### src/rtl/core/lfev_pkg.sv
// ----------------------------------------------------------------------------
// lfev_pkg
// Shared types, codes and the CRC-16/CCITT-FALSE byte update for the LSB frame
// extractor.
// ----------------------------------------------------------------------------
package lfev_pkg;

    localparam int DEF_INDEX_WIDTH       = 16;
    localparam int DEF_PIXEL_COUNT_WIDTH = 20;

    localparam int POS_WIDTH  = 16;   // frame position, bounded by the buffer limit
    localparam int END_WIDTH  = 18;   // record end plus CRC, before the limit check
    localparam int CFG_IDX_W  = 3;
    localparam int CFG_DATA_W = 32;

    localparam logic [15:0] CRC_INIT = 16'hFFFF;
    localparam logic [15:0] CRC_POLY = 16'h1021;

    typedef enum logic [CFG_IDX_W-1:0] {
        CFG_PIXEL_COUNT     = 3'd0,
        CFG_MAX_FRAME_BYTES = 3'd1,
        CFG_FRAME_MAGIC     = 3'd2,
        CFG_FRAME_VERSION   = 3'd3,
        CFG_MAX_RECORDS     = 3'd4
    } cfg_index_t;

    typedef enum logic [2:0] {
        ST_OK      = 3'd0,
        ST_VALID   = 3'd1,
        ST_MAGIC   = 3'd2,
        ST_VERSION = 3'd3,
        ST_RECORDS = 3'd4,
        ST_BUFFER  = 3'd5,
        ST_IMAGE   = 3'd6,
        ST_CRC     = 3'd7
    } status_t;

    typedef enum logic [2:0] {
        PH_HEADER = 3'd0,
        PH_LENGTH = 3'd1,
        PH_BODY   = 3'd2,
        PH_CRC_HI = 3'd3,
        PH_CRC_LO = 3'd4,
        PH_DONE   = 3'd5
    } phase_t;

    typedef struct packed {
        logic [15:0] max_frame_bytes;
        logic [31:0] frame_magic;
        logic [7:0]  frame_version;
        logic [7:0]  max_records;
    } lfev_cfg_t;

    typedef struct packed {
        logic                 valid;
        logic [7:0]           payload_byte;
        logic [POS_WIDTH-1:0] byte_index;
        logic                 frame_done;
        status_t              status;
        logic [POS_WIDTH-1:0] frame_length;
    } lfev_result_t;

    // MSB-first CRC-16 update over one byte
    function automatic logic [15:0] crc16_byte(input logic [15:0] crc, input logic [7:0] b);
        logic [15:0] c;
        c = crc ^ {b, 8'h00};
        for (int k = 0; k < 8; k++) begin
            if (c[15])
            begin
                c = {c[14:0], 1'b0} ^ CRC_POLY;
            end
            else
            begin
                c = {c[14:0], 1'b0};
            end
        end
        return c;
    endfunction

endpackage

### src/rtl/core/lfev_frame_parser.sv
// ----------------------------------------------------------------------------
// lfev_frame_parser
// Frame parser: header checks, record walk, running CRC and final compare.
// Result for a completed byte is combinational; state updates on the strobe.
// ----------------------------------------------------------------------------
module lfev_frame_parser
    import lfev_pkg::*;
#(
    parameter int CAP_WIDTH = DEF_PIXEL_COUNT_WIDTH - 1
)
(
    input  logic                 clk,
    input  logic                 rst_n,
    input  lfev_cfg_t            cfg,
    input  logic [CAP_WIDTH-1:0] capacity,
    input  logic                 byte_strobe,
    input  logic [7:0]           byte_value,
    input  logic                 restart,
    output lfev_result_t         result
);

    localparam int CMP_WIDTH = (CAP_WIDTH > END_WIDTH) ? CAP_WIDTH : END_WIDTH;

    phase_t               phase_reg, phase_next;
    logic [POS_WIDTH-1:0] pos_reg, pos_next;
    logic [7:0]           records_reg, records_next;
    logic [8:0]           rec_bytes_reg, rec_bytes_next;
    logic [15:0]          crc_reg, crc_next;
    logic [7:0]           crc_hi_reg, crc_hi_next;

    logic [CMP_WIDTH-1:0] cap_ext;
    logic [CMP_WIDTH-1:0] mfb_ext;
    logic [CMP_WIDTH-1:0] end_crc;
    logic [1:0]           magic_sel;
    logic [7:0]           magic_byte;
    logic [15:0]          crc_upd;
    logic [8:0]           rec_bytes_dec;
    logic [7:0]           records_dec;
    status_t              st;
    logic                 done;
    logic                 hit;
    logic [POS_WIDTH-1:0] len;

    assign cap_ext    = CMP_WIDTH'(capacity);
    assign mfb_ext    = CMP_WIDTH'(cfg.max_frame_bytes);
    // pos + 1 + L + 8, plus two CRC bytes
    assign end_crc    = CMP_WIDTH'(pos_reg) + CMP_WIDTH'(byte_value) + CMP_WIDTH'(11);
    assign magic_sel  = 2'd3 - pos_reg[1:0];
    assign magic_byte = cfg.frame_magic[{magic_sel, 3'b000} +: 8];
    assign crc_upd    = crc16_byte(crc_reg, byte_value);
    assign rec_bytes_dec = rec_bytes_reg - 9'd1;
    assign records_dec   = records_reg - 8'd1;

    always_comb
    begin
        phase_next     = phase_reg;
        pos_next       = pos_reg;
        records_next   = records_reg;
        rec_bytes_next = rec_bytes_reg;
        crc_next       = crc_reg;
        crc_hi_next    = crc_hi_reg;
        st             = ST_OK;
        done           = 1'b0;
        hit            = 1'b1;
        len            = '0;

        unique case (phase_reg)
            PH_HEADER:
            begin
                priority if (pos_reg == '0 && cfg.max_frame_bytes < 16'd6)
                    st = ST_BUFFER;
                else if (pos_reg == '0 && cap_ext < CMP_WIDTH'(6))
                    st = ST_IMAGE;
                else if (pos_reg < POS_WIDTH'(4))
                begin
                    if (byte_value != magic_byte)
                        st = ST_MAGIC;
                end
                else if (pos_reg == POS_WIDTH'(4))
                begin
                    if (byte_value != cfg.frame_version)
                        st = ST_VERSION;
                end
                else if (byte_value > cfg.max_records)
                    st = ST_RECORDS;
                else if (byte_value != 8'd0)
                begin
                    // first record byte must fit
                    priority if (cfg.max_frame_bytes < 16'd7)
                        st = ST_BUFFER;
                    else if (cap_ext <= CMP_WIDTH'(6))
                        st = ST_IMAGE;
                    else
                    begin
                        records_next = byte_value;
                        phase_next   = PH_LENGTH;
                    end
                end
                else
                begin
                    // no records: the CRC must fit
                    priority if (cfg.max_frame_bytes < 16'd8)
                        st = ST_BUFFER;
                    else if (cap_ext < CMP_WIDTH'(8))
                        st = ST_IMAGE;
                    else
                        phase_next = PH_CRC_HI;
                end
                crc_next = crc_upd;
            end
            PH_LENGTH:
            begin
                priority if (end_crc > mfb_ext)
                    st = ST_BUFFER;
                else if (end_crc > cap_ext)
                    st = ST_IMAGE;
                else
                begin
                    rec_bytes_next = {1'b0, byte_value} + 9'd8;
                    phase_next     = PH_BODY;
                end
                crc_next = crc_upd;
            end
            PH_BODY:
            begin
                rec_bytes_next = rec_bytes_dec;
                if (rec_bytes_dec == '0)
                begin
                    records_next = records_dec;
                    phase_next   = (records_dec != '0) ? PH_LENGTH : PH_CRC_HI;
                end
                crc_next = crc_upd;
            end
            PH_CRC_HI:
            begin
                crc_hi_next = byte_value;
                phase_next  = PH_CRC_LO;
            end
            PH_CRC_LO:
            begin
                done = 1'b1;
                if ({crc_hi_reg, byte_value} == crc_reg)
                begin
                    st  = ST_VALID;
                    len = pos_reg + POS_WIDTH'(1);
                end
                else
                begin
                    st = ST_CRC;
                end
            end
            default:
            begin
                hit = 1'b0;
            end
        endcase

        if (st != ST_OK)
            done = 1'b1;
        if (hit)
        begin
            if (done)
                phase_next = PH_DONE;
            pos_next = pos_reg + POS_WIDTH'(1);
        end

        result.valid        = byte_strobe && hit;
        result.payload_byte = byte_value;
        result.byte_index   = pos_reg;
        result.frame_done   = done;
        result.status       = st;
        result.frame_length = len;
    end

    always_ff @(posedge clk or negedge rst_n)
    begin
        if (!rst_n)
        begin
            phase_reg     <= PH_HEADER;
            pos_reg       <= '0;
            records_reg   <= '0;
            rec_bytes_reg <= '0;
            crc_reg       <= CRC_INIT;
            crc_hi_reg    <= '0;
        end
        else if (restart)
        begin
            phase_reg     <= PH_HEADER;
            pos_reg       <= '0;
            records_reg   <= '0;
            rec_bytes_reg <= '0;
            crc_reg       <= CRC_INIT;
            crc_hi_reg    <= '0;
        end
        else if (byte_strobe)
        begin
            phase_reg     <= phase_next;
            pos_reg       <= pos_next;
            records_reg   <= records_next;
            rec_bytes_reg <= rec_bytes_next;
            crc_reg       <= crc_next;
            crc_hi_reg    <= crc_hi_next;
        end
    end

endmodule

### src/rtl/core/lsb_frame_extract_validate.sv
// ----------------------------------------------------------------------------
// lsb_frame_extract_validate
// Gathers channel-byte LSBs into frame bytes, parses and checks the frame.
// ----------------------------------------------------------------------------
// Throughput: one channel byte per cycle, at most one result per 8 channel bytes.
// Latency: the result of a byte is in the output register the cycle after its
// eighth channel byte is accepted. Only that eighth byte waits on a stalled
// output; the other seven are taken regardless.
// Reset: rst_n asynchronous, resets gatherer, counters, parser, config, out valid.
module lsb_frame_extract_validate
    import lfev_pkg::*;
#(
    parameter int INDEX_WIDTH       = DEF_INDEX_WIDTH,
    parameter int PIXEL_COUNT_WIDTH = DEF_PIXEL_COUNT_WIDTH
)
(
    input  logic                 clk,
    input  logic                 rst_n,
    // configuration
    input  logic                 cfg_we,
    input  logic [CFG_IDX_W-1:0] cfg_index,
    input  logic [CFG_DATA_W-1:0] cfg_wdata,
    // channel bytes
    input  logic                 s_tvalid,
    output logic                 s_tready,
    input  logic [7:0]           s_tdata,   // [7:0] channel_byte
    // frame bytes
    output logic                 m_tvalid,
    input  logic                 m_tready,
    output logic [((8 + 2*INDEX_WIDTH + 7) / 8) * 8 - 1:0] m_tdata,
                                            // payload_byte, byte_index, frame_length
    output logic                 m_tlast,   // frame_done
    output logic [2:0]           m_tuser    // status
);

    localparam int LIMIT_WIDTH = PIXEL_COUNT_WIDTH + 2;
    localparam int CAP_WIDTH   = LIMIT_WIDTH - 3;
    localparam int TDATA_WIDTH = ((8 + 2*INDEX_WIDTH + 7) / 8) * 8;

    lfev_cfg_t              cfg_reg;
    logic [LIMIT_WIDTH-1:0] limit_reg;     // 3 * pixel_count
    logic [PIXEL_COUNT_WIDTH-1:0] pc_wr;

    logic [7:0]             gather_reg, gather_next;
    logic [2:0]             nbits_reg;
    logic [LIMIT_WIDTH-1:0] count_reg, count_next;
    logic                   accept;
    logic                   byte_full;
    logic                   restart;

    lfev_result_t           result;
    logic                   out_valid_reg;
    logic [7:0]             out_byte_reg;
    logic [INDEX_WIDTH-1:0] out_index_reg;
    logic [INDEX_WIDTH-1:0] out_len_reg;
    logic                   out_done_reg;
    status_t                out_status_reg;

    assign pc_wr = cfg_wdata[PIXEL_COUNT_WIDTH-1:0];

    always_ff @(posedge clk or negedge rst_n)
    begin
        if (!rst_n)
        begin
            limit_reg               <= '0;
            cfg_reg.max_frame_bytes <= 16'hFFFF;
            cfg_reg.frame_magic     <= '0;
            cfg_reg.frame_version   <= '0;
            cfg_reg.max_records     <= 8'hFF;
        end
        else if (cfg_we)
        begin
            unique case (cfg_index)
                CFG_PIXEL_COUNT:
                    limit_reg <= LIMIT_WIDTH'(pc_wr) + {1'b0, pc_wr, 1'b0};
                CFG_MAX_FRAME_BYTES:
                    cfg_reg.max_frame_bytes <= cfg_wdata[15:0];
                CFG_FRAME_MAGIC:
                    cfg_reg.frame_magic <= cfg_wdata[31:0];
                CFG_FRAME_VERSION:
                    cfg_reg.frame_version <= cfg_wdata[7:0];
                CFG_MAX_RECORDS:
                    cfg_reg.max_records <= cfg_wdata[7:0];
                default:
                begin
                end
            endcase
        end
    end

    // only a byte-completing request needs room at the output
    assign byte_full   = (nbits_reg == 3'd7);
    assign s_tready    = !out_valid_reg || m_tready || !byte_full;
    assign accept      = s_tvalid && s_tready;
    assign gather_next = {gather_reg[6:0], s_tdata[0]};
    assign count_next  = count_reg + LIMIT_WIDTH'(1);
    assign restart     = accept && (count_next >= limit_reg);

    always_ff @(posedge clk or negedge rst_n)
    begin
        if (!rst_n)
        begin
            gather_reg <= '0;
            nbits_reg  <= '0;
            count_reg  <= '0;
        end
        else if (restart)
        begin
            gather_reg <= '0;
            nbits_reg  <= '0;
            count_reg  <= '0;
        end
        else if (accept)
        begin
            gather_reg <= gather_next;
            nbits_reg  <= nbits_reg + 3'd1;
            count_reg  <= count_next;
        end
    end

    lfev_frame_parser #(
        .CAP_WIDTH (CAP_WIDTH)
    ) u_parser (
        .clk         (clk),
        .rst_n       (rst_n),
        .cfg         (cfg_reg),
        .capacity    (limit_reg[LIMIT_WIDTH-1:3]),
        .byte_strobe (accept && byte_full),
        .byte_value  (gather_next),
        .restart     (restart),
        .result      (result)
    );

    always_ff @(posedge clk or negedge rst_n)
    begin
        if (!rst_n)
            out_valid_reg <= 1'b0;
        else if (result.valid)
            out_valid_reg <= 1'b1;
        else if (m_tready)
            out_valid_reg <= 1'b0;
    end

    always_ff @(posedge clk)
    begin
        if (result.valid)
        begin
            out_byte_reg   <= result.payload_byte;
            out_index_reg  <= INDEX_WIDTH'(result.byte_index);
            out_len_reg    <= INDEX_WIDTH'(result.frame_length);
            out_done_reg   <= result.frame_done;
            out_status_reg <= result.status;
        end
    end

    assign m_tvalid = out_valid_reg;
    assign m_tdata  = TDATA_WIDTH'({out_len_reg, out_index_reg, out_byte_reg});
    assign m_tlast  = out_done_reg;
    assign m_tuser  = out_status_reg;

`ifndef SYNTHESIS
    a_valid_ends_frame: assert property (@(posedge clk) disable iff (!rst_n)
        m_tvalid && (out_status_reg == ST_VALID) |-> out_done_reg)
        else $error("frame valid status without frame end");

    a_len_only_valid: assert property (@(posedge clk) disable iff (!rst_n)
        m_tvalid && (out_len_reg != '0) |-> (out_status_reg == ST_VALID))
        else $error("frame length on a non-valid result");

    a_result_from_eighth_bit: assert property (@(posedge clk) disable iff (!rst_n)
        result.valid |-> accept && byte_full)
        else $error("result without a completed byte");

    a_restart_clears: assert property (@(posedge clk) disable iff (!rst_n)
        restart |=> (nbits_reg == 3'd0) && (count_reg == '0))
        else $error("image restart did not clear gatherer");
`endif

endmodule
### config.mk
export PLATFORM = sky130hd
export DESIGN_NAME = lsb_frame_extract_validate
export DESIGN_NICKNAME = d
export VERILOG_FILES = /design/src/rtl/core/lfev_pkg.sv /design/src/rtl/core/lfev_frame_parser.sv /design/src/rtl/core/lsb_frame_extract_validate.sv
export SDC_FILE = /design/constraint.sdc
export NUM_CORES = 1
export LEC_CHECK = 0
export ABC_AREA = 1
export BUFFER_PORTS_ARGS = -buffer_cell sky130_fd_sc_hd__buf_2
export CORE_MARGIN = 4
export CORE_UTILIZATION = 60
export DETAILED_ROUTE_END_ITERATION = 10
export PLACE_DENSITY = 0.79
export SETUP_SLACK_MARGIN = 0.05
export SYNTH_ARGS = -nofsm -noshare
export SYNTH_HDL_FRONTEND = slang
export SYNTH_SLANG_ARGS = --single-unit
### constraint.sdc
create_clock -name clk -period 4.4 [get_ports clk]
set_clock_uncertainty 0.05 [all_clocks]
set_input_delay 0.22 -clock clk [delete_from_list [all_inputs] [get_ports clk]]
set_output_delay 0.22 -clock clk [all_outputs]
set_load 0.03 [all_outputs]
Word-level counts from Yosys, hierarchy flattened
Cells that the tools add are included.
- shifts and indexed selects: 1
- multiplexer cells: 80
- add/subtract/negate cells: 10
- eq/ne operators: 24
- bitwise logic cells: 9
- multipliers: 0
- div/mod/pow operators: 0
- magnitude comparators: 11
- reductions and logical operators: 38
- operator list (cell ; number):
    $mux 8 ; 14
    $mux 13 ; 8
    $mux 16 ; 6
    $mux 3 ; 32
    $lt 16x3->1 const B ; 3
    $mux 22 ; 2
    $mux 9 ; 4
    $shiftx 32x6->8 ; 1
    $ne 3x3->1 const B ; 9
    $not 3->3 ; 8
    $add 20x21->22 ; 1
    $add 22x1->22 const B ; 1
    $ge 22x22->1 ; 1
    $add 19x4->19 const B ; 1
    $gt 19x16->1 ; 1
    $gt 19x19->1 ; 1
    $le 19x3->1 const B ; 1
    $lt 19x3->1 const B ; 1
    $lt 19x4->1 const B ; 1
    $pmux 9 s2 ; 1
    $reduce_and 2->1 ; 9
    $add 16x8->17 ; 1
    $add 16x1->16 const B ; 1
    $eq 16x16->1 ; 1
    33 further kinds ; 64
- ROM bits: 0
- bits in latches: 0
- bits in registers: 223
- RAM bits: 0
- input port bits: 48
- memories kept: 0
- output and inout bits: 46
- word-level logic and storage cells: 193

Longest topological paths before layout
- word-level depth: 20
- depth in mapped cells: 32
- mapped depth without buffers: 31

By module
Synthesis repeated with hierarchy kept, for this count alone.
- cell total of the unflattened synthesis: 1897
- area total of the unflattened synthesis: 14945.6 µm²
- by module, submodules not included (module ; seq. area each (µm²) ; times used ; cells an instance ; area each (µm²)):
    lsb_frame_extract_validate ; 4329.2 ; 1 ; 924 ; 8219.1
    lfev_frame_parser ; 1521.5 ; 1 ; 973 ; 6726.5

Worst setup path before layout
No wires, ideal clock.
- path kind: flip-flop to flip-flop
- start point: register gather_reg[0]
- end point: register u_parser.rec_bytes_reg[8]
- path buffers: 2
- stages on the path, launching flop included: 31
- path slack: 0.323 ns
- data arrival time: 3.901 ns
- period minus slack after synthesis: 4.077 ns
- library setup time: 0.126 ns
- required time: 4.224 ns
- cell sequence: dfrtp_1 -> clkbuf_1 -> inv_1 -> fa_1 -> inv_1 -> nand2_1 -> nand2_1 -> nand2_2 -> xor2_2 -> nand2_1 -> nor4_2 -> nand2_1 -> nor2_1 -> nand2_1 -> xor2_1 -> inv_1 -> ha_1 -> nand2_1 -> nor2_1 -> a211oi_1 -> nand2_1 -> nand2_1 -> nand2_1 -> nand2_1 -> nand3_2 -> nand3b_4 -> nand2_4 -> nand2_4 -> buf_12 -> nand2_1 -> o21ai_0
- longest elaborated chain between the ends: 6
- elaborated cells between the ends (all ways): 13
- those cells by class: 3 x add/sub; 2 x order compare; 2 x eq/ne; 5 x mux; 1 x reduce/logical
- ends and longest elaborated chain (element ; RTL line ; source):
    start, declared ; lsb_frame_extract_validate.sv:44 ; logic [7:0] gather_reg, gather_next;
    start signal, assigned ; lsb_frame_extract_validate.sv:115 ; gather_reg <= gather_next;
    parallel branches: the longest is 6 deep, another holds $add 19x4->19 ; - ;
    end signal, assigned ; lfev_frame_parser.sv:200 ; rec_bytes_reg <= rec_bytes_next;
    end, declared ; lfev_frame_parser.sv:27 ; logic [8:0] rec_bytes_reg, rec_bytes_next;
Parallel ways; which one is timed is not known. The select of a mux whose other input is x is not followed.
A chain may end at the register's enable or synchronous reset.

Worst setup path in the final report
- start point: register u_parser.pos_reg[0]
- end point: register u_parser.rec_bytes_reg[8]
- longest elaborated chain between the ends: 5
- elaborated cells between the ends (all ways): 7
- those cells by class: 2 x add/sub; 2 x order compare; 2 x eq/ne; 1 x reduce/logical
- ends and longest elaborated chain (element ; RTL line ; source):
    start, declared ; lfev_frame_parser.sv:25 ; logic [POS_WIDTH-1:0] pos_reg, pos_next;
    start signal, assigned ; lfev_frame_parser.sv:198 ; pos_reg <= pos_next;
    $add 16x8->17 * ; lfev_frame_parser.sv:47 ; assign end_crc = CMP_WIDTH'(pos_reg) + CMP_WIDTH'(byte_value) + CMP_WIDTH'(11);
    $add 19x4->19 * ; lfev_frame_parser.sv:47 ;
    $gt 19x16->1 / $gt 19x19->1 (equally long branches) ; lfev_frame_parser.sv:113, lfev_frame_parser.sv:115 ;
    $ne 3x3->1 (no line) ; - ;
    $reduce_and 4->1 (no line) * ; - ;
Mark *: on every way between the ends. The rest lies on a longest branch, timed or not.

==> results.yml <==
layout:
  layout_common_cells: "386 x nand2_1, 209 x inv_1, 142 x nor2_1, 137 x dfrtp_1, 132 x o21ai_0"
  area_delta_synth_final_pct: 16.41
  final_util_pct: 71.10
  n_antenna_cell: 0
  design_area_mm2: 0.01674
  multi_input_area_mm2: 0.007741
  largest_reg_flops: 64
  finalNonFillerCells: 2243
  drive_above_1_share_pct: 17.41
  fin_nets: 2060
  mostFrequentLayoutCell: "nand2_1"
  final-seq-area_mm2: 0.005853
  fillers: 1822
synth:
  yosysUniqueCellTypes: 60
  synthCells: 1776
  syn_avg_cell_area_um2: 8.097
  synth_area_leaders: "dfrtp_1 24%, nand2_1 10%, edfxtp_1 9.2%, ha_1 9.0%, dfstp_2 7.3%"
  ys_seq_elements: 223
  synth_top_area_cell: "dfrtp_1"
  yosysTopAreaCellShare_pct: 24.19
  ys_async_sr_fraction_pct: 80.27
  yosys_warnings: 0
  syn_nets: 1930
  synth_area_mm2: 0.01438
  synth_edf_count: 44
  seq_area_frac_synth_pct: 40.69
  synthFlopType: "dfrtp_1"
timing:
  hold_viol: 0
  whs_ns: 0.02442
  slew_headroom_pct: 26.95
  timing.fmax_ghz: 0.2363
  worstMarginPinSlew_ns: 1.093
  finalCritPeriodShare_pct: 96.18
  drv_slew: 0
  period_needed_ns: 4.232
  setup_violations: 0
clock_tree:
  cts_max_path_buffers: 3
  cts_buffers: 24
  clkTransAtPathRegs_ns: 0.06
  clockRootBuffer: "clkbuf_16"
  h-tree-depth: 1
  tritoncts: "built"
  worstSkewPairLatency_ns: 0.53
  numClockSinks: 223
pwr:
  leakage_nw: 7.973
  peakVddDrop_mv: 0.4674
  p_per_area_mw_per_mm2: 645.5
floorplan:
  die_h_um: 162.8
  die_x_um: 162.8
  initial_core_util_pct: 61.08
  rows: 56
  dieArea_mm2: 0.02651
  core_mm2: 0.02354
  io_pins: 94
critical_path:
  crit_required_ns: 4.75
  reg2reg_slack_ns: 0.17
  cpPeakStageDelay_ns: 0.35
  r2r-start: "u_parser.pos_reg[0]$_DFFE_PN0P_"
  crit_fanout: 13
  timing.rr.end: "u_parser.rec_bytes_reg[8]$_DFFE_PN0P_"
  cpMaxStageDelayCell: "dfrtp_1"
  path_class: "flop to flop"
  worstRegToRegCells: 28
  worst_setup_path_end_kind: "flop"
  worst_ep_arrival_time_ns: 4.58
  cp-start-kind: "flop"
grt:
  gr-total-overflow: 0
  grt_pass1_wl_mm: 59.46
  grt_pass1_vias: 12040
  grt_util_all_layers_pct: 27.43
  antenna_found_initial: 0
  grt_max_degree: 101
routing:
  wl_mm: 37.78
  drt-initial-drc-count: 1017
  ant_nets: 0
  vias: 12630
  drcViolationCount: 0
  wl_per_cell_um: 16.84
  first_pass_iters: 8
  avgViaCountPerCell: 5.629
placed_design:
  dpl.cell_count: 2151
  dpl_cell_area_mm2: 0.01519
  gp_congestion: 0.9502
  io_buffers: 86
  dp_hpwl_mm: 27.39
min_path:
  min_from: "cfg_wdata[19]"
  hold_end: "cfg_reg[35]$_DFFE_PN0P_"
  worstHoldPathCells: 3
  hold_class: "primary input to flop"
status:
  status: "finished, final reports clean"
job:
  drv_cap: 0
## how the worst max path moves through the flow
stage,start,end,slack (ns)
after floorplan,gather_reg[0]$_DFFE_PN0P_,u_parser.rec_bytes_reg[8]$_DFFE_PN0P_,0.32
after global placement,s_tdata[0],m_tlast$_DFFE_PP_,0.20
after detailed placement,s_tdata[0],m_tlast$_DFFE_PP_,0.03
after CTS,count_reg[0]$_DFFE_PN0P_,u_parser.crc_hi_reg[7]$_DFFE_PN0P_,0.08
after global routing,count_reg[0]$_DFFE_PN0P_,count_reg[4]$_DFFE_PN0P_,-0.11
final,u_parser.pos_reg[0]$_DFFE_PN0P_,u_parser.rec_bytes_reg[8]$_DFFE_PN0P_,0.17
## stage by stage
| stage | setup WS (ns) | power (mW) | setup TNS, ns |
|---|---|---|---|
| floorplan | 0.3229 | 6.956 | 0 |
| global placement | 0.2043 | 8.039 | 0 |
| detailed placement | 0.03121 | 8.272 | 0 |
| CTS | 0.07976 | 10.37 | 0 |
| global route | -0.1134 | 11.55 | -2.450 |
| finish | 0.1683 | 10.81 | 0 |
## worst max-delay path: cells and delay by family (launching register included)
kind	cells	cell delay (ns)
xor gates and xnor gates	1	0.19
DFF	1	0.35
buffers and inverters	5	0.44
adders and majority gates	3	0.80
and+or+nand+nor	17	2.08
AOI/OAI and AO/OA	2	0.19
## cells in the mapped netlist (4+ instances only)
cell,number
nand2_1,400
inv_1,215
nor2_1,153
dfrtp_1,139
o21ai_0,133
ha_1,104
nand3_1,104
xor2_1,76
a21oi_1,63
edfxtp_1,44
dfstp_2,40
clkbuf_1,39
nand4_1,34
xnor2_1,34
nor3_1,17
o22ai_1,17
a31oi_1,16
mux2_2,14
a211oi_1,13
nand2_2,11
o31ai_1,11
buf_2,10
a22o_1,6
o21ai_1,6
or2_2,6
nand3_2,5
nor3_2,5
nor4_1,5
o21a_1,5
nor2_2,4
o211ai_1,4
o21ai_2,4
## routing by layer
layer	share of wire, %	vias to the layer above	track usage (%)
met5	0	-	0
met4	3.4	0	8.845
met3	5.9	79	2.733
met2	48	398	46.45
met1	43	6021	37.34
li1	-	6128	-
## repair_timing
item | CTS | global route
gates cloned | 0 | 2
buffers inserted | 0 | 21
endpoints found under the setup margin | 4 | 80
hold buffers | 25 | 0
hold endpoints to repair | 94 | 0
pin swaps | 0 | 34
resized for setup | 2 | 77
## cell families after synthesis
| kind of cell | Yosys count | synth area share (%) |
|---|---|---|
| xor+xnor | 111 | 6.813 |
| fa+ha+maj | 106 | 9.327 |
| simple gates | 760 | 23.17 |
| flops | 223 | 40.69 |
| other cells | 1 | 0.02608 |
| compound gates | 289 | 11.45 |
| buf+inv | 272 | 7.431 |
| mux | 14 | 1.096 |
## cell type report
cell class,instances,area share [%]
clock buffers,35,4.328
clock inverters,9,0.4784
inverters,217,4.911
multi-input cells,1281,46.24
flip-flops and latches,223,34.97
well taps,319,2.384
repair buffers,159,6.690
## report_power, final
group / internal, mW / leakage (nW) / switching (mW)
registers: 2.76 / 2.60 / 0.489
clock network: 1.20 / 0.397 / 0.842
logic: 2.08 / 4.98 / 3.43
Power figures use the tool's default switching activity.
